===== config.mk =====
export PLATFORM = sky130hd
export DESIGN_NAME = subpixel_stripe_magnifier_unit
export DESIGN_NICKNAME = d
export VERILOG_FILES = /design/src/rtl/ssm_pkg.sv /design/src/rtl/ssm_ctrl.sv /design/src/rtl/ssm_datapath.sv /design/src/rtl/subpixel_stripe_magnifier_unit.sv
export SDC_FILE = /design/constraint.sdc
export NUM_CORES = 1
export LEC_CHECK = 0
export BUFFER_PORTS_ARGS = -buffer_cell sky130_fd_sc_hd__clkbuf_2
export CAP_MARGIN = 20
export CORE_MARGIN = 1.5
export CORE_UTILIZATION = 40
export CTS_CLUSTER_DIAMETER = 120
export DETAILED_ROUTE_END_ITERATION = 12
export GPL_ROUTABILITY_DRIVEN = 0
export PLACE_DENSITY = 0.57
export SLEW_MARGIN = 20
export SYNTH_ARGS = -nofsm -noshare
export SYNTH_HDL_FRONTEND = slang
export SYNTH_SLANG_ARGS = --single-unit

===== constraint.sdc =====
create_clock -name clk -period 7.2 [get_ports clk]
set_input_delay 0.36 -clock clk [delete_from_list [all_inputs] [get_ports clk]]
set_output_delay 0.36 -clock clk [all_outputs]
set_load 0.02 [all_outputs]

===== src/rtl/ssm_pkg.sv =====
// Shared types, constants and a helper function of the subpixel stripe magnifier.
package ssm_pkg;

    localparam int SRC_MAX = 4096;

    localparam logic [23:0] MASK_BLUE  = 24'h0000FF;
    localparam logic [23:0] MASK_RED   = 24'hFF0000;
    localparam logic [23:0] MASK_GREEN = 24'h00FF00;

    typedef enum logic [2:0] {
        REG_SCALE,
        REG_BGR_ORDER,
        REG_ORIGIN_X,
        REG_ORIGIN_Y,
        REG_DEST_WIDTH,
        REG_DEST_HEIGHT,
        REG_SRC_WIDTH,
        REG_SRC_HEIGHT
    } cfg_reg_t;

    typedef enum logic [1:0] {
        ST_IDLE,
        ST_CLIP,
        ST_EMIT
    } state_t;

    typedef struct packed {
        logic accept;
        logic clip;
        logic emit;
    } cmd_t;

    typedef struct packed {
        logic clip_empty;
        logic emit_last;
        logic out_free;
    } status_t;

    // Floor of v / 3 for v below 128, as a multiply by 43 and a shift by 7.
    function automatic logic [6:0] div3(input logic [6:0] v);
        logic [13:0] prod;
        prod = 14'(v) * 14'd43;
        return prod[13:7];
    endfunction

endpackage


===== src/rtl/ssm_ctrl.sv =====
// Controller state machine of the subpixel stripe magnifier.
module ssm_ctrl (
    input  logic              clk,
    input  logic              rst_n,
    input  logic              in_valid,
    output logic              in_ready,
    input  ssm_pkg::status_t  status,
    output ssm_pkg::cmd_t     cmd
);

    ssm_pkg::state_t state_reg;
    ssm_pkg::state_t state_next;

    always_ff @(posedge clk or negedge rst_n)
    begin
        if (!rst_n)
        begin
            state_reg <= ssm_pkg::ST_IDLE;
        end
        else
        begin
            state_reg <= state_next;
        end
    end

    always_comb
    begin
        state_next = state_reg;
        in_ready   = 1'b0;
        cmd        = '0;
        case (state_reg)
            ssm_pkg::ST_IDLE:
            begin
                in_ready   = 1'b1;
                cmd.accept = in_valid;
                if (in_valid)
                begin
                    state_next = ssm_pkg::ST_CLIP;
                end
            end
            ssm_pkg::ST_CLIP:
            begin
                cmd.clip = 1'b1;
                if (status.clip_empty)
                begin
                    state_next = ssm_pkg::ST_IDLE;
                end
                else
                begin
                    state_next = ssm_pkg::ST_EMIT;
                end
            end
            ssm_pkg::ST_EMIT:
            begin
                cmd.emit = status.out_free;
                if (status.out_free && status.emit_last)
                begin
                    state_next = ssm_pkg::ST_IDLE;
                end
            end
            default:
            begin
                state_next = ssm_pkg::ST_IDLE;
            end
        endcase
    end

endmodule


===== src/rtl/ssm_datapath.sv =====
// Datapath of the subpixel stripe magnifier: counters, clipping and pixel output register.
module ssm_datapath #(
    parameter int SCW = 6,
    parameter int DW  = 14,
    parameter int DXW = 13,
    parameter int XW  = 19
) (
    input  logic                clk,
    input  logic                rst_n,
    input  ssm_pkg::cmd_t       cmd,
    output ssm_pkg::status_t    status,
    input  logic [SCW-1:0]      sc,
    input  logic                bgr_order,
    input  logic signed [13:0]  origin_x,
    input  logic signed [13:0]  origin_y,
    input  logic [DW-1:0]       dw,
    input  logic [DW-1:0]       dh,
    input  logic [12:0]         sw,
    input  logic [12:0]         sh,
    input  logic [31:0]         color,
    input  logic                out_ready,
    output logic                out_valid,
    output logic [23:0]         pixel,
    output logic [DXW-1:0]      dest_x,
    output logic [DXW-1:0]      first_row,
    output logic [SCW-1:0]      row_count,
    output logic                last
);

    localparam int PW = 12 + SCW;

    logic [11:0]           src_col_reg;
    logic [11:0]           src_row_reg;
    logic signed [XW-1:0]  run_x_reg;
    logic signed [XW-1:0]  base_x_reg;
    logic [PW-1:0]         prod_reg;
    logic [23:0]           color_reg;
    logic [SCW-1:0]        i_reg;
    logic [SCW-1:0]        i_hi_reg;
    logic [SCW-1:0]        s1_reg;
    logic [SCW-1:0]        s2_reg;
    logic [SCW-1:0]        s3_reg;
    logic [DXW-1:0]        row0_reg;
    logic [SCW-1:0]        rows_reg;
    logic                  out_valid_reg;
    logic [23:0]           pixel_reg;
    logic [DXW-1:0]        dest_x_reg;
    logic [DXW-1:0]        first_row_reg;
    logic [SCW-1:0]        row_count_reg;
    logic                  last_reg;

    logic signed [XW-1:0]  sc_ext;
    logic signed [XW-1:0]  ox_ext;
    logic signed [XW-1:0]  oy_ext;
    logic signed [XW-1:0]  base_x;
    logic [12:0]           col_inc;
    logic [12:0]           row_inc;
    logic signed [XW-1:0]  min_y;
    logic signed [XW-1:0]  lim_y;
    logic signed [XW-1:0]  y_lo;
    logic signed [XW-1:0]  y_hi;
    logic signed [XW-1:0]  i_lo_w;
    logic signed [XW-1:0]  i_lo_c;
    logic signed [XW-1:0]  room;
    logic signed [XW-1:0]  i_hi_w;
    logic signed [XW-1:0]  i_hi_c;
    logic signed [XW-1:0]  rows_w;
    logic signed [XW-1:0]  x_w;
    logic [SCW-1:0]        stripe;
    logic [SCW:0]          i_inc;
    logic [23:0]           mask_l;
    logic [23:0]           mask_r;
    logic [23:0]           px;

    assign sc_ext = $signed(XW'(sc));
    assign ox_ext = XW'(origin_x);
    assign oy_ext = XW'(origin_y);
    assign base_x = (src_col_reg == '0) ? ox_ext : run_x_reg;
    assign col_inc = {1'b0, src_col_reg} + 13'd1;
    assign row_inc = {1'b0, src_row_reg} + 13'd1;

    // Vertical extent of the source row, clipped to the bitmap.
    assign min_y = $signed(XW'(prod_reg)) + oy_ext;
    assign lim_y = min_y + sc_ext;
    assign y_lo  = (min_y < 0) ? '0 : min_y;
    assign y_hi  = (lim_y > $signed(XW'(dh))) ? $signed(XW'(dh)) : lim_y;
    assign rows_w = y_hi - y_lo;

    // Horizontal run of visible offsets within the source pixel.
    assign i_lo_w = (base_x_reg < 0) ? -base_x_reg : '0;
    assign i_lo_c = (i_lo_w > sc_ext) ? sc_ext : i_lo_w;
    assign room   = $signed(XW'(dw)) - base_x_reg;
    assign i_hi_w = (room > sc_ext) ? sc_ext : room;
    assign i_hi_c = (i_hi_w < 0) ? '0 : i_hi_w;

    assign stripe = SCW'(ssm_pkg::div3(7'(sc)));

    assign status.clip_empty = !(y_lo < y_hi) || !(i_lo_c < i_hi_c);
    assign i_inc             = {1'b0, i_reg} + {{SCW{1'b0}}, 1'b1};
    assign status.emit_last  = (i_inc == {1'b0, i_hi_reg});
    assign status.out_free   = !out_valid_reg || out_ready;

    assign mask_l = bgr_order ? ssm_pkg::MASK_BLUE : ssm_pkg::MASK_RED;
    assign mask_r = bgr_order ? ssm_pkg::MASK_RED : ssm_pkg::MASK_BLUE;
    assign x_w    = base_x_reg + $signed(XW'(i_reg));

    always_comb
    begin
        if (i_reg < s1_reg)
        begin
            px = color_reg & mask_l;
        end
        else if (i_reg < s2_reg)
        begin
            px = color_reg & ssm_pkg::MASK_GREEN;
        end
        else if (i_reg < s3_reg)
        begin
            px = color_reg & mask_r;
        end
        else
        begin
            px = '0;
        end
    end

    always_ff @(posedge clk or negedge rst_n)
    begin
        if (!rst_n)
        begin
            src_col_reg   <= '0;
            src_row_reg   <= '0;
            run_x_reg     <= '0;
            out_valid_reg <= 1'b0;
        end
        else
        begin
            if (cmd.accept)
            begin
                run_x_reg <= base_x + sc_ext;
                if (col_inc >= sw)
                begin
                    src_col_reg <= '0;
                    src_row_reg <= (row_inc >= sh) ? '0 : row_inc[11:0];
                end
                else
                begin
                    src_col_reg <= col_inc[11:0];
                end
            end
            if (cmd.emit)
            begin
                out_valid_reg <= 1'b1;
            end
            else if (out_ready)
            begin
                out_valid_reg <= 1'b0;
            end
        end
    end

    always_ff @(posedge clk)
    begin
        if (cmd.accept)
        begin
            base_x_reg <= base_x;
            color_reg  <= color[23:0];
            prod_reg   <= PW'(src_row_reg) * PW'(sc);
        end
        if (cmd.clip)
        begin
            i_reg    <= i_lo_c[SCW-1:0];
            i_hi_reg <= i_hi_c[SCW-1:0];
            row0_reg <= y_lo[DXW-1:0];
            rows_reg <= rows_w[SCW-1:0];
            s1_reg   <= stripe;
            s2_reg   <= stripe + stripe;
            s3_reg   <= stripe + stripe + stripe;
        end
        else if (cmd.emit)
        begin
            i_reg <= i_inc[SCW-1:0];
        end
        if (cmd.emit)
        begin
            pixel_reg     <= px;
            dest_x_reg    <= x_w[DXW-1:0];
            first_row_reg <= row0_reg;
            row_count_reg <= rows_reg;
            last_reg      <= status.emit_last;
        end
    end

    assign out_valid = out_valid_reg;
    assign pixel     = pixel_reg;
    assign dest_x    = dest_x_reg;
    assign first_row = first_row_reg;
    assign row_count = row_count_reg;
    assign last      = last_reg;

endmodule


===== src/rtl/subpixel_stripe_magnifier_unit.sv =====
// Top level of the subpixel stripe magnifier: register file, controller and datapath.
// Each accepted source pixel passes the accept state and the clip state, then the emit state
// sends one beat per visible destination pixel while the output is free.
// A fully clipped source pixel goes from the clip state straight back to idle.
// The first result beat is registered in the emit state, once the output is free.
// Asynchronous active-low reset returns the registers to their defaults and the counters to zero.
module subpixel_stripe_magnifier_unit #(
    parameter int MAX_SCALE    = 32,
    parameter int MAX_DEST_DIM = 8192
) (
    input  logic                              clk,
    input  logic                              rst_n,
    input  logic                              cfg_we,
    input  logic [2:0]                        cfg_index,
    input  logic [13:0]                       cfg_data,
    input  logic                              in_valid,
    output logic                              in_ready,
    input  logic [31:0]                       color,
    output logic                              out_valid,
    input  logic                              out_ready,
    output logic [23:0]                       pixel,
    output logic [$clog2(MAX_DEST_DIM)-1:0]   dest_x,
    output logic [$clog2(MAX_DEST_DIM)-1:0]   first_row,
    output logic [$clog2(MAX_SCALE+1)-1:0]    row_count,
    output logic                              last
);

    // Width of the effective scale and of per-pixel offsets and row counts.
    localparam int SCW = $clog2(MAX_SCALE + 1);
    // Width of a saturated destination dimension.
    localparam int DW  = $clog2(MAX_DEST_DIM + 1);
    // Width of an output coordinate.
    localparam int DXW = $clog2(MAX_DEST_DIM);
    // Signed width that covers every intermediate coordinate of a frame.
    localparam int XW  = $clog2(ssm_pkg::SRC_MAX * MAX_SCALE + MAX_DEST_DIM + 8193) + 1;

    // Configuration registers, written one at a time through the plain write port.
    logic [5:0]         scale_reg;
    logic               bgr_order_reg;
    logic signed [13:0] origin_x_reg;
    logic signed [13:0] origin_y_reg;
    logic [13:0]        dest_width_reg;
    logic [13:0]        dest_height_reg;
    logic [12:0]        src_width_reg;
    logic [12:0]        src_height_reg;

    logic [SCW-1:0]     sc_eff;
    logic [DW-1:0]      dw_eff;
    logic [DW-1:0]      dh_eff;
    logic [12:0]        sw_eff;
    logic [12:0]        sh_eff;

    ssm_pkg::cmd_t      cmd;
    ssm_pkg::status_t   status;

    always_ff @(posedge clk or negedge rst_n)
    begin
        if (!rst_n)
        begin
            scale_reg       <= 6'd3;
            bgr_order_reg   <= 1'b0;
            origin_x_reg    <= '0;
            origin_y_reg    <= '0;
            dest_width_reg  <= 14'd640;
            dest_height_reg <= 14'd480;
            src_width_reg   <= 13'd64;
            src_height_reg  <= 13'd64;
        end
        else if (cfg_we)
        begin
            case (ssm_pkg::cfg_reg_t'(cfg_index))
                ssm_pkg::REG_SCALE:       scale_reg       <= cfg_data[5:0];
                ssm_pkg::REG_BGR_ORDER:   bgr_order_reg   <= cfg_data[0];
                ssm_pkg::REG_ORIGIN_X:    origin_x_reg    <= $signed(cfg_data);
                ssm_pkg::REG_ORIGIN_Y:    origin_y_reg    <= $signed(cfg_data);
                ssm_pkg::REG_DEST_WIDTH:  dest_width_reg  <= cfg_data;
                ssm_pkg::REG_DEST_HEIGHT: dest_height_reg <= cfg_data;
                ssm_pkg::REG_SRC_WIDTH:   src_width_reg   <= cfg_data[12:0];
                ssm_pkg::REG_SRC_HEIGHT:  src_height_reg  <= cfg_data[12:0];
                default:
                begin
                end
            endcase
        end
    end

    // A scale of zero behaves as one, and anything above the maximum saturates.
    always_comb
    begin
        if (scale_reg == '0)
        begin
            sc_eff = SCW'(1);
        end
        else if (8'(scale_reg) > 8'(MAX_SCALE))
        begin
            sc_eff = SCW'(MAX_SCALE);
        end
        else
        begin
            sc_eff = SCW'(scale_reg);
        end
    end

    // Destination sizes saturate at the maximum; a size of zero clips everything.
    assign dw_eff = (18'(dest_width_reg) > 18'(MAX_DEST_DIM)) ?
                    DW'(MAX_DEST_DIM) : DW'(dest_width_reg);
    assign dh_eff = (18'(dest_height_reg) > 18'(MAX_DEST_DIM)) ?
                    DW'(MAX_DEST_DIM) : DW'(dest_height_reg);

    // Source sizes are held between one and the largest supported frame.
    assign sw_eff = (src_width_reg == '0) ? 13'd1 :
                    (src_width_reg > 13'(ssm_pkg::SRC_MAX)) ? 13'(ssm_pkg::SRC_MAX) :
                    src_width_reg;
    assign sh_eff = (src_height_reg == '0) ? 13'd1 :
                    (src_height_reg > 13'(ssm_pkg::SRC_MAX)) ? 13'(ssm_pkg::SRC_MAX) :
                    src_height_reg;

    // The controller sequences accept, clip and emit; the datapath does the arithmetic.
    ssm_ctrl u_ctrl (
        .clk      (clk),
        .rst_n    (rst_n),
        .in_valid (in_valid),
        .in_ready (in_ready),
        .status   (status),
        .cmd      (cmd)
    );

    ssm_datapath #(
        .SCW (SCW),
        .DW  (DW),
        .DXW (DXW),
        .XW  (XW)
    ) u_datapath (
        .clk       (clk),
        .rst_n     (rst_n),
        .cmd       (cmd),
        .status    (status),
        .sc        (sc_eff),
        .bgr_order (bgr_order_reg),
        .origin_x  (origin_x_reg),
        .origin_y  (origin_y_reg),
        .dw        (dw_eff),
        .dh        (dh_eff),
        .sw        (sw_eff),
        .sh        (sh_eff),
        .color     (color),
        .out_ready (out_ready),
        .out_valid (out_valid),
        .pixel     (pixel),
        .dest_x    (dest_x),
        .first_row (first_row),
        .row_count (row_count),
        .last      (last)
    );

endmodule


## Word-level counts from Yosys, hierarchy flattened

Index checks and enable logic that the tools add are counted.

| storage, ports and cells | value |
|---|---|
| bits in latches | 0 |
| bits of input ports | 54 |
| memory bits (read-only) | 0 |
| memory bits (writable) | 0 |
| word-level logic and storage cells | 132 |
| register bits after elaboration | 301 |
| memories kept | 0 |
| output and inout port bits | 59 |

| operators by class | value |
|---|---|
| multipliers | 2 |
| div/mod/pow operators | 0 |
| bitwise logic cells | 2 |
| add/subtract/negate cells | 12 |
| muxes and demuxes | 34 |
| equality and inequality tests | 12 |
| shift-type cells | 0 |
| order comparisons | 18 |
| reductions and logical operators | 24 |

Operator list:

| cell | count |
|---|---|
| $mux 19 | 7 |
| $mux 24 | 5 |
| $lt 19x1->1 const B | 3 |
| $mux 13 | 4 |
| $and 24x24->24 | 2 |
| $add 19x7->19 | 2 |
| $gt 19x7->1 | 2 |
| $lt 19x19->1 | 2 |
| $gt 14x14->1 const B | 2 |
| $mux 14 | 2 |
| $add 12x1->13 const B | 2 |
| $ge 13x13->1 | 2 |
| $gt 13x13->1 const B | 2 |
| $logic_not 13->1 | 2 |
| $mux 12 | 2 |
| $mux 6 | 4 |
| $reduce_and 2->1 | 10 |
| $add 19x14->19 | 1 |
| $gt 19x15->1 | 1 |
| $neg 19->19 | 1 |
| $sub 15x19->19 | 1 |
| $mul 12x6->18 | 1 |
| $add 13x7->13 | 1 |
| $eq 3x3->1 const B | 4 |
| other kinds (26) | 39 |

## Logic depth before layout (Yosys ltp)

Gate-level depths: netlist of run 1.

| logic depth | value |
|---|---|
| depth in word-level cells | 12 |
| depth in mapped cells | 38 |
| gate-level depth less buffers | 37 |

## Modules after synthesis

A second synthesis of run 1 with hierarchy kept.

| unflattened totals | value |
|---|---|
| cell total of the unflattened synthesis | 1950 |
| area total of the unflattened synthesis | 20694.8 um2 |

Modules (own cells, without submodules):

| module | sequential area each (um2) | area an instance (um2) | times used | cells each |
|---|---|---|---|---|
| ssm_datapath | 5875.6 | 16769.8 | 1 | 1671 |
| subpixel_stripe_magnifier_unit | 2239.6 | 3819.9 | 1 | 268 |
| ssm_ctrl | 50.0 | 105.1 | 1 | 11 |

## Least setup slack after synthesis of run 1

OpenSTA, ideal clock, no wires.

| timing path | value |
|---|---|
| path kind | reg2reg |
| start point | register scale_reg[1] |
| end point | register u_ctrl.state_reg[1] |
| data required time | 7118 ps |
| library setup time | 82 ps |
| arrival time | 6937 ps |
| path buffers | 2 |
| setup slack | 181 ps |
| stages on the path, launching flop included | 37 |
| period minus slack after synthesis | 7019 ps |
| cell sequence | dfstp_2 nor4_1 nor2_1 nor2_1 clkbuf_1 ha_1 fa_1 a211oi_1 o21bai_1 a21oi_1 or3b_4 nor4_4 and2_1 nand2_1 xor2_1 ha_1 nand2_1 nor4_1 a21oi_1 nor3b_1 nand2_1 nand3_1 o31a_1 buf_6 mux2_4 ha_1 nor2b_1 o21a_1 o21ai_0 nand2b_1 a211oi_1 o21ai_0 a2111oi_0 o21ai_0 o2111a_1 or4_1 o22ai_1 |

| between the ends | value |
|---|---|
| longest elaborated chain between the ends | 12 |
| elaborated cells on any way between the ends | 20 |
| classes of those cells | add/sub: 1; order compare: 7; mux: 8; reduce/logical: 4 |

RTL lines:

| what | line | RTL |
|---|---|---|
| start: declaration | subpixel_stripe_magnifier_unit.sv:38 | `logic [5:0] scale_reg;` |
| start signal: assignment | subpixel_stripe_magnifier_unit.sv:72 | `ssm_pkg::REG_SCALE: scale_reg <= cfg_data[5:0];` |
| $gt 6x6->1 | subpixel_stripe_magnifier_unit.sv:94 | `else if (8'(scale_reg) > 8'(MAX_SCALE))` |
| $mux 6 | subpixel_stripe_magnifier_unit.sv:94 |  |
| $mux 6 (*) | subpixel_stripe_magnifier_unit.sv:90 | `if (scale_reg == '0)` |
| $gt 19x7->1 | ssm_datapath.sv:93 | `assign i_hi_w = (room > sc_ext) ? sc_ext : room;` |
| $mux 19 | ssm_datapath.sv:93 |  |
| $lt 19x1->1 | ssm_datapath.sv:94 | `assign i_hi_c = (i_hi_w < 0) ? '0 : i_hi_w;` |
| $mux 19 | ssm_datapath.sv:94 |  |
| $lt 19x19->1 | ssm_datapath.sv:98 | `assign status.clip_empty = !(y_lo < y_hi) \|\| !(i_lo_c < i_hi_c);` |
| $logic_not 1->1 | ssm_datapath.sv:98 |  |
| $logic_or 1x1->1 (*) | ssm_datapath.sv:98 |  |
| $mux 2 (*) | ssm_ctrl.sv:44 | `if (status.clip_empty)` |
| $pmux 2 s3 (*) | ssm_ctrl.sv:31 | `case (state_reg)` |
| end signal: assignment | ssm_ctrl.sv:18 | `state_reg <= ssm_pkg::ST_IDLE;` |
| end signal: assignment | ssm_ctrl.sv:22 | `state_reg <= state_next;` |
| end: declaration | ssm_ctrl.sv:11 | `ssm_pkg::state_t state_reg;` |

Mark *: on every way between the ends. The rest lies on a longest branch, timed or not.
A chain may end at the register's enable or synchronous reset.

## Final worst setup path of run 1

| timing path | value |
|---|---|
| start point | register origin_y_reg[0] |
| end point | register u_ctrl.state_reg[1] |

| between the ends | value |
|---|---|
| longest elaborated chain between the ends | 9 |
| elaborated cells on any way between the ends | 11 |
| classes of those cells | add/sub: 2; order compare: 3; mux: 4; reduce/logical: 2 |

RTL lines:

| what | line | RTL |
|---|---|---|
| start: declaration | subpixel_stripe_magnifier_unit.sv:41 | `logic signed [13:0] origin_y_reg;` |
| start signal: assignment | subpixel_stripe_magnifier_unit.sv:75 | `ssm_pkg::REG_ORIGIN_Y: origin_y_reg <= $signed(cfg_data);` |
| $add 19x14->19 (*) | ssm_datapath.sv:83 | `assign min_y = $signed(XW'(prod_reg)) + oy_ext;` |
| $add 19x7->19 | ssm_datapath.sv:84 | `assign lim_y = min_y + sc_ext;` |
| $gt 19x15->1 | ssm_datapath.sv:86 | `assign y_hi = (lim_y > $signed(XW'(dh))) ? $signed(XW'(dh)) : lim_y;` |
| $mux 19 | ssm_datapath.sv:86 |  |
| $lt 19x19->1 (*) | ssm_datapath.sv:98 |  |
| $logic_not 1->1 (*) | ssm_datapath.sv:98 |  |
| $logic_or 1x1->1 (*) | ssm_datapath.sv:98 |  |
| $mux 2 (*) | ssm_ctrl.sv:44 |  |
| $pmux 2 s3 (*) | ssm_ctrl.sv:31 |  |

Marked as above.

==> results of run 1 <==
## through the flow
step	total power, W	utilization, %	hold WS [ns]	instance area (µm²)
2_1_floorplan	0.006673	-	0.06441	20680
3_3_place_gp	0.008007	43.49	0.4035	22270
3_5_place_dp	0.008134	43.50	0.4045	22270
4_1_cts	0.01004	46.38	0.1510	23750
5_1_grt	0.01104	46.82	0.1655	23970
6_report	0.01013	46.82	0.1911	23970
## cell families after synthesis
logic type	synth area share [%]
and+or+nand+nor	15.21
xor gates and xnor gates	5.626
buffers and inverters	4.427
other	0.03635
muxes	6.497
adders and majority gates	18.08
DFF	39.52
AOI/OAI and AO/OA	10.61
## power groups by stage
stage | sequential, W | combinational, W | clock, W
after floorplan | 0.00275 | 0.00393 | 0
after global placement | 0.00281 | 0.00520 | 0
after detailed placement | 0.00282 | 0.00532 | 0
after CTS | 0.00279 | 0.00539 | 0.00187
after global routing | 0.00284 | 0.00628 | 0.00192
final | 0.00279 | 0.00554 | 0.00180
## worst max-delay path by stage
stage	start	end	slack, ns	cells after the start
6_report	origin_y_reg[0]	u_ctrl.state_reg[1]	0.1	37
2_1_floorplan	scale_reg[1]	u_ctrl.state_reg[1]	0.18	36
5_1_grt	origin_y_reg[0]	u_ctrl.state_reg[1]	-0.37	37
3_3_place_gp	origin_y_reg[0]	u_ctrl.state_reg[1]	-0.02	37
3_5_place_dp	origin_y_reg[0]	u_ctrl.state_reg[1]	-0.21	37
4_1_cts	origin_y_reg[0]	u_ctrl.state_reg[1]	0.002	37
## what timing repair did
action | 4_1_cts | 5_1_grt
endpoints found under the hold margin | 91 | 0
pin swaps | 2 | 26
gates resized for setup | 4 | 27
buffers inserted | 2 | 11
endpoints found under the setup margin | 1 | 1
hold buffers | 25 | 0
## metal layers
metal  part of all wire [%]  global-route usage [%]  vias to the layer above
li1                       -                       -                     7427
met5                      0                       0                        -
met1                     46                   24.51                     7258
met2                     47                   30.55                      301
met3                    4.3                   2.679                       62
met4                    2.4                   5.637                        0
## worst max-delay path, delay by kind of cell (launching register included)
kind                     cells  cell delay, ns
buffers and inverters        2            0.21
multiplexers                 1            0.34
XOR/XNOR                     1            0.20
AND/OR/NAND/NOR             13            2.41
adder cells (fa/ha/maj)      5            1.39
AO/OA/AOI/OAI               15            2.13
flip-flops                   1            0.35
## placed cells by master (no fill, tap or decap), drive strengths merged, types with 25 or more instances in the layout
master,n
xnor2,94
xor2,37
fa,51
nor2,88
edfxtp,159
and2,46
nand3,41
a21o,50
mux2,98
nor3,36
a21oi,83
inv,180
buf,74
nand2,232
dfrtp,125
clkbuf,157
nor2b,65
ha,217
dlygate4sd3,25
o21ai,91
## area by class of cell
cell class / count / area, µm²
timing repair buffer: 203 / 1361
inverter: 176 / 660.6
multi-input combinational: 1488 / 11740
sequential: 294 / 8165
tap: 680 / 850.8
fill: 4786 / 27230
clock inverter: 13 / 85.08
clock buffer: 53 / 1107
==> impl_metrics.py, run 1 <==
metrics = {
    "outcome": {
        "status": "finished, final reports clean",
    },
    "worst_hold_path": {
        "min_to": "u_datapath.out_valid",
        "hp-start": "out_ready",
        "hold_class": "primary input to flip-flop",
        "min_path_cells": 3,
    },
    "sta": {
        "setup_viol": 0,
        "slew_headroom_pct": 30.87,
        "tightestPinTransition_ns": 1.037,
        "hold_viol": 0,
        "fin_ws_ns": 0.09919,
        "skew_ns": 0.03156,
        "fin_crit_ns": 7.101,
        "maxSlewViolCount": 0,
        "fin_tns_setup_ns": 0,
        "period_share_pct": 98.62,
        "max_freq_mhz": 140.8,
        "grt_setup_unrepaired": "true",
    },
    "setup_path": {
        "worstPathArrival_ns": 7.57,
        "reg2reg_from": "origin_y_reg[0]",
        "max_stage_delay_ns": 0.51,
        "cp_common_cell": "o21ai_1",
        "critPathKind": "flip-flop to flip-flop",
        "endpoint_kind": "flip-flop",
        "r2r-end": "u_ctrl.state_reg[1]",
        "rrSetupSlack_ns": 0.1,
        "start_kind": "flip-flop",
        "crit_slowest_cell": "or4_4",
        "cp_max_fo": 2,
        "crit_required_ns": 7.67,
        "r2r_cells": 37,
    },
    "power": {
        "combPwrFrac_pct": 54.7,
        "p_sw_w": 0.004109,
        "p_int_w": 0.006018,
        "p_sw_share_pct": 40.58,
        "p_leak_nw": 10.75,
        "p_per_area_nw_per_um2": 422.5,
        "pwr-share-clk_pct": 17.8,
        "vdd_drop_max_uv": 199.1,
        "seqPwrFrac_pct": 27.5,
    },
    "yosys": {
        "synth_area_um2": 20660,
        "yosysUniqueCellTypes": 83,
        "synth_top_area_share_pct": 23.11,
        "synth_cells": 2016,
        "synth.avg_cell_area_um2": 10.25,
        "yosysTopAreaCell": "edfxtp_1",
        "synth_seq_area_share_pct": 39.52,
        "async_reset_ff_share_pct": 45.92,
        "synth_ff_type": "edfxtp_1",
        "synth_warnings": 0,
        "yosysMostFrequentCell": "nand2_1",
        "synth_seq_cells": 294,
        "netlist_top_cells_count": "nand2_1, ha_1, inv_1",
        "synth.area.top_cells": "edfxtp_1, dfrtp_1, ha_1",
        "synth_edf_count": 159,
    },
    "routing": {
        "wl_per_cell_um": 16.58,
        "drc": 0,
        "avgViaCountPerCell": 5.176,
        "wl_mm": 48.21,
        "vias": 15048,
        "drtIter0Drc": 803,
        "first_pass_iters": 7,
        "postRouteAntennaNets": 0,
    },
    "final_layout": {
        "layout-drive-gt1-share_pct": 18.14,
        "diodes": 0,
        "area_delta_synth_final_pct": 16.01,
        "final_net_count": 2522,
        "final_cells": 2907,
    },
    "floorplanning": {
        "die_area_um2": 53030,
        "ioPinCount": 113,
        "fp.dieW_um": 230.3,
        "core-area_um2": 51200,
        "fp-row-count": 83,
        "start_util_pct": 40.36,
        "die_h_um": 230.3,
    },
    "place": {
        "place_hpwl_mm": 36.78,
        "portBuffers": 104,
        "pre_cts_slack_ns": -0.2078,
        "dp_cells": 2801,
    },
    "run": {
        "cap_violations": 0,
    },
    "cts": {
        "cts.sinks": 294,
        "cts_buffers": 37,
        "h-tree-depth": 2,
        "clk_pin_slew_ns": 0.06,
        "cts_buffer_depth": 3,
        "insertion_delay_ns": 0.55,
        "clockRootBuffer": "clkbuf_16",
        "cts_tree": "done",
    },
    "global_route": {
        "grt_pass1_vias": 15132,
        "antenna_found_initial": 0,
        "grt_pass1_wl_mm": 78.11,
        "grtUsageTotal_pct": 18.32,
        "grt-ovfl-total": 0,
        "grt_max_degree": 77,
    },
}
No activity file was read; power rests on OpenSTA's default activity.
==> run 2: changes to the inputs <==
Settings changed: CELL_PAD_IN_SITES_DETAIL_PLACEMENT set to 2, CELL_PAD_IN_SITES_GLOBAL_PLACEMENT set to 2, CORE_UTILIZATION 40 to 37, MAX_ROUTING_LAYER set to met4, PLACE_DENSITY 0.57 to 0.76.
==> impl_metrics.py, run 2 (synthesis gave the netlist of run 1 again) <==
metrics = {
    "outcome": {
        "status": "finished, violations left",
        "violations": "setup timing",
    },
    "floorplanning": {
        "start_util_pct": 37.50,
        "fp.dieW_um": 239.3,
        "die_h_um": 239.3,
        "core-area_um2": 55090,
        "die_area_um2": 57270,
        "fp-row-count": 86,
        "ioPinCount": 113,
    },
    "global_route": {
        "antenna_found_initial": 0,
        "use_met1_pct": 27.66,
        "grtUsageTotal_pct": 23.32,
        "grt-ovfl-total": 0,
        "use_met2_pct": 41.61,
        "grt_max_degree": 77,
        "grt_pass1_vias": 18031,
        "met3_usage_pct": 2.847,
        "grt_pass1_wl_mm": 100.9,
        "busiest_layer": "met2",
    },
    "final_layout": {
        "fin_area_um2": 24280,
        "fin_util_pct": 44.07,
        "layout-drive-gt1-share_pct": 19.03,
        "final_net_count": 2526,
        "area_delta_synth_final_pct": 17.51,
        "final_cells": 2982,
        "final_common_cell": "nand2_1",
        "layout_common_cells": "nand2_1, ha_1, inv_1, edfxtp_1, dfrtp_1",
    },
    "routing": {
        "wl_mm": 65.35,
        "wl_per_cell_um": 21.92,
        "drtIter0Drc": 701,
        "drc": 0,
        "postRouteAntennaNets": 0,
        "avgViaCountPerCell": 5.358,
        "vias": 15977,
        "first_pass_iters": 5,
    },
    "setup_path": {
        "crit_slowest_cell": "or3b_4",
        "cp_max_fo": 3,
        "max_stage_delay_ns": 0.42,
        "endpoint_kind": "flip-flop",
        "critPathKind": "flip-flop to flip-flop",
        "path_delay_family": "simple AND/OR/NAND/NOR gates",
        "start_kind": "flip-flop",
        "worstPathArrival_ns": 7.78,
        "crit_required_ns": 7.68,
        "worst-path-buf-inv": 2,
    },
    "cts": {
        "insertion_delay_ns": 0.56,
        "cts_buffer_depth": 3,
        "cts.sinks": 294,
        "clk_pin_slew_ns": 0.06,
        "cts_tree": "done",
        "h-tree-depth": 2,
        "cts_buffers": 38,
        "clockRootBuffer": "clkbuf_16",
    },
    "sta": {
        "hold_viol": 0,
        "tightestPinTransition_ns": 1.081,
        "setup_viol": 1,
        "fin_crit_ns": 7.306,
        "slew_headroom_pct": 27.36,
        "max_freq_mhz": 136.9,
        "whs_ns": 0.1773,
        "maxSlewViolCount": 0,
        "grt_setup_unrepaired": "true",
        "skew_ns": 0.01620,
        "fin_tns_setup_ns": -0.1060,
        "period_share_pct": 101.5,
        "fin_ws_ns": -0.1060,
    },
    "power": {
        "p_sw_share_pct": 43.17,
        "pwr-share-clk_pct": 18.1,
        "p_int_w": 0.006204,
        "combPwrFrac_pct": 55.9,
        "p_per_area_nw_per_um2": 449.6,
        "seqPwrFrac_pct": 26.0,
        "p_leak_nw": 10.83,
        "vdd_drop_max_uv": 169.2,
        "p_sw_w": 0.004712,
    },
    "run": {
        "cap_violations": 0,
    },
    "place": {
        "place_area_um2": 22360,
        "place_hpwl_mm": 47.33,
        "portBuffers": 104,
        "dp_cells": 2869,
    },
    "worst_hold_path": {
        "hold_class": "primary input to flip-flop",
    },
}
==> run 2: layout make-up <==
type | count | area (µm²)
Multi-Input combinational cell | 1488 | 11870
Antenna cell | 1 | 2.502
Tap cell | 748 | 935.9
Timing Repair Buffer | 206 | 1360
Fill cell | 5823 | 30810
Sequential cell | 294 | 8165
Clock buffer | 52 | 1095
Clock inverter | 17 | 187.7
Inverter | 176 | 661.9
==> run 2: power groups by stage <==
stage	Combinational (W)	Sequential (W)	Clock [W]
after global routing	0.00679	0.00289	0.00208
after CTS	0.00598	0.00283	0.00202
after floorplan	0.00393	0.00275	0
after detailed placement	0.00570	0.00285	0
final	0.00611	0.00284	0.00197
after global placement	0.00528	0.00281	0
==> run 2: timing repair <==
action / CTS / global route
setup endpoints to repair: 1 / 1
hold buffers: 25 / 0
hold endpoints to repair: 78 / 0
setup buffers: 12 / 5
gates resized for setup: 32 / 23
pin swaps: 30 / 25
==> run 2: stage by stage <==
stage / power, W / setup slack (ns)
2_1_floorplan: 0.006673 / 0.1811
5_1_grt: 0.01176 / -0.4086
6_report: 0.01092 / -0.1060
4_1_cts: 0.01083 / 0.01506
3_3_place_gp: 0.008082 / -0.06987
3_5_place_dp: 0.008553 / -0.4844
==> run 2: final timing paths <==
kind / cells past startpoint / startpoint / slack, ns / to
max in group asynchronous: 3 / rst_n / 5.29 / bgr_order_reg
min in group asynchronous: 2 / rst_n / 0.38 / u_datapath.run_x_reg[18]
setup / recovery: 35 / origin_y_reg[0] / -0.11 / u_ctrl.state_reg[1]
setup reg to reg: 35 / origin_y_reg[0] / -0.11 / u_ctrl.state_reg[1]
hold reg to reg: 0 / u_datapath.rows_reg[0] / 0.42 / u_datapath.row_count[0]
hold / removal: 3 / out_ready / 0.18 / u_datapath.out_valid
==> run 2: layer usage <==
layer  part of all wire, %  up-vias  routed length [µm]
li1                      -     7435                   -
met4                   2.4        0                1549
met5                     0        -                   0
met1                    43     8205               28100
met3                   2.8       95                1816
met2                    52      242               33890
==> run 2: worst min-delay path, delay by kind of cell <==
family,cells,cell delay [ns]
simple gates,2,0.25
buf+inv,1,0.08
==> run 3: changes to the inputs <==
Settings changed: PLACE_DENSITY 0.76 to unset, PLACE_DENSITY_LB_ADDON set to 0.15.
==> impl_metrics.py, run 3 (synthesis gave the netlist of run 1 again) <==
metrics = {
    "outcome": {
        "status": "finished, violations left",
        "violations": "setup timing",
    },
    "setup_path": {
        "worst-path-buf-inv": 3,
        "r2r-end": "u_ctrl.state_reg[1]",
        "crit_slowest_cell": "or3b_4",
        "critPathKind": "flip-flop to flip-flop",
        "crit_required_ns": 7.67,
        "path_delay_family": "compound AO/OA/AOI/OAI gates",
        "reg2reg_from": "origin_y_reg[0]",
        "cp_max_fo": 3,
        "worstPathArrival_ns": 7.80,
        "rrSetupSlack_ns": -0.13,
        "endpoint_kind": "flip-flop",
        "max_stage_delay_ns": 0.42,
        "start_kind": "flip-flop",
        "r2r_cells": 37,
    },
    "sta": {
        "maxSlewViolCount": 0,
        "tightestPinTransition_ns": 1.068,
        "slew_headroom_pct": 28.78,
        "hold_viol": 0,
        "fin_ws_ns": -0.1271,
        "setup_viol": 1,
        "skew_ns": 0.01878,
        "fin_crit_ns": 7.327,
        "max_freq_mhz": 136.5,
        "period_share_pct": 101.8,
        "grt_setup_unrepaired": "true",
        "fin_tns_setup_ns": -0.1271,
    },
    "routing": {
        "wl_mm": 62.36,
        "vias": 15794,
        "drtIter0Drc": 533,
        "postRouteAntennaNets": 0,
        "wl_per_cell_um": 20.79,
        "first_pass_iters": 5,
        "avgViaCountPerCell": 5.265,
        "drc": 0,
    },
    "floorplanning": {
        "fp-row-count": 86,
        "fp.dieW_um": 239.3,
        "die_h_um": 239.3,
        "die_area_um2": 57270,
        "ioPinCount": 113,
        "start_util_pct": 37.50,
        "core-area_um2": 55090,
    },
    "global_route": {
        "grt-ovfl-total": 0,
        "grt_pass1_vias": 17532,
        "grt_max_degree": 77,
        "grtUsageTotal_pct": 22.69,
        "grt_pass1_wl_mm": 97.97,
        "antenna_found_initial": 0,
    },
    "final_layout": {
        "layout-drive-gt1-share_pct": 19.32,
        "layout_common_cells": "nand2_1, ha_1, inv_1, edfxtp_1, dfrtp_1",
        "area_delta_synth_final_pct": 17.83,
        "fin_area_um2": 24350,
        "fin_util_pct": 44.19,
        "final_net_count": 2545,
        "final_common_cell": "nand2_1",
    },
    "worst_hold_path": {
        "hold_class": "primary input to flip-flop",
        "hp-start": "out_ready",
        "min_to": "u_datapath.out_valid",
        "min_path_cells": 3,
    },
    "power": {
        "p_per_area_nw_per_um2": 450.5,
        "vdd_drop_max_uv": 190.7,
        "p_leak_nw": 10.88,
    },
    "cts": {
        "insertion_delay_ns": 0.56,
        "clockRootBuffer": "clkbuf_16",
        "cts_buffer_depth": 3,
        "cts.sinks": 294,
        "cts_tree": "done",
        "clk_pin_slew_ns": 0.06,
        "cts_buffers": 38,
        "h-tree-depth": 2,
    },
    "place": {
        "pre_cts_slack_ns": -0.5256,
        "place_area_um2": 22540,
        "portBuffers": 104,
        "place_hpwl_mm": 47.10,
    },
    "run": {
        "cap_violations": 0,
    },
}
==> run 3: changes by cell type in the layout (fill, tap and decap cells not counted), sizes merged <==
cell      delta
clkinvlp     -2
bufinv       +1
inv          +3
clkinv       -1
clkbuf       -2
buf         +19
==> run 3: worst max-delay path by stage <==
stage                       from             endpoint  slack [ns]  cells past startpoint
5_1_grt          origin_y_reg[0]  u_ctrl.state_reg[1]       -0.56                     38
3_3_place_gp     origin_y_reg[0]  u_ctrl.state_reg[1]       -0.17                     36
3_5_place_dp     origin_y_reg[0]  u_ctrl.state_reg[1]       -0.53                     37
6_report         origin_y_reg[0]  u_ctrl.state_reg[1]       -0.13                     37
2_1_floorplan       scale_reg[1]  u_ctrl.state_reg[1]        0.18                     36
4_1_cts        dest_width_reg[6]  u_ctrl.state_reg[1]       0.004                     30
==> run 3: worst reg2reg max path: cells and delay by family (launching register included) <==
family	cells	cell delay [ns]
compound gates	17	2.77
simple gates	10	1.89
flops	1	0.35
xor+xnor	1	0.07
mux	1	0.35
fa+ha+maj	5	1.38
buf+inv	3	0.45
==> run 3: layout make-up <==
class,instances,area (µm²)
Antenna cell,1,2.502
Clock buffer,50,1070
Clock inverter,18,198.9
Fill cell,5876,30750
Inverter,176,661.9
Multi-Input combinational cell,1488,11810
Sequential cell,294,8165
Tap cell,748,935.9
Timing Repair Buffer,225,1501
==> run 3: timing repair <==
item / 4_1_cts / 5_1_grt
endpoints found under the hold margin: 91 / 0
hold buffers: 25 / 0
pin swaps: 8 / 23
buffers inserted: 4 / 9
setup endpoints to repair: 1 / 1
resized for setup: 21 / 20
==> run 3: metrics by stage <==
step	total power, W	hold slack [ns]	instances
6_report	0.01097	0.2185	3000
5_1_grt	0.01183	0.2032	2999
4_1_cts	0.01092	0.1660	2990
3_5_place_dp	0.008701	0.4075	2893
3_3_place_gp	0.008294	0.4052	2892
2_1_floorplan	0.006673	0.06441	2021
==> run 3: report_power, final <==
| part | total (W) | internal [W] | switching (W) |
|---|---|---|---|
| sequential | 0.00282 | 0.00247 | 0.000357 |
| clock | 0.00195 | 0.00119 | 0.000759 |
| combinational | 0.00620 | 0.00268 | 0.00351 |
==> run 3: metal layers <==
layer  track usage (%)  share of wire [%]  vias up
met1             27.47                 44     8058
met2             39.55                 51      194
met4             6.272                2.7        0
met5                 -                  0        -
met3             2.996                2.9       83
li1                  -                  -     7459
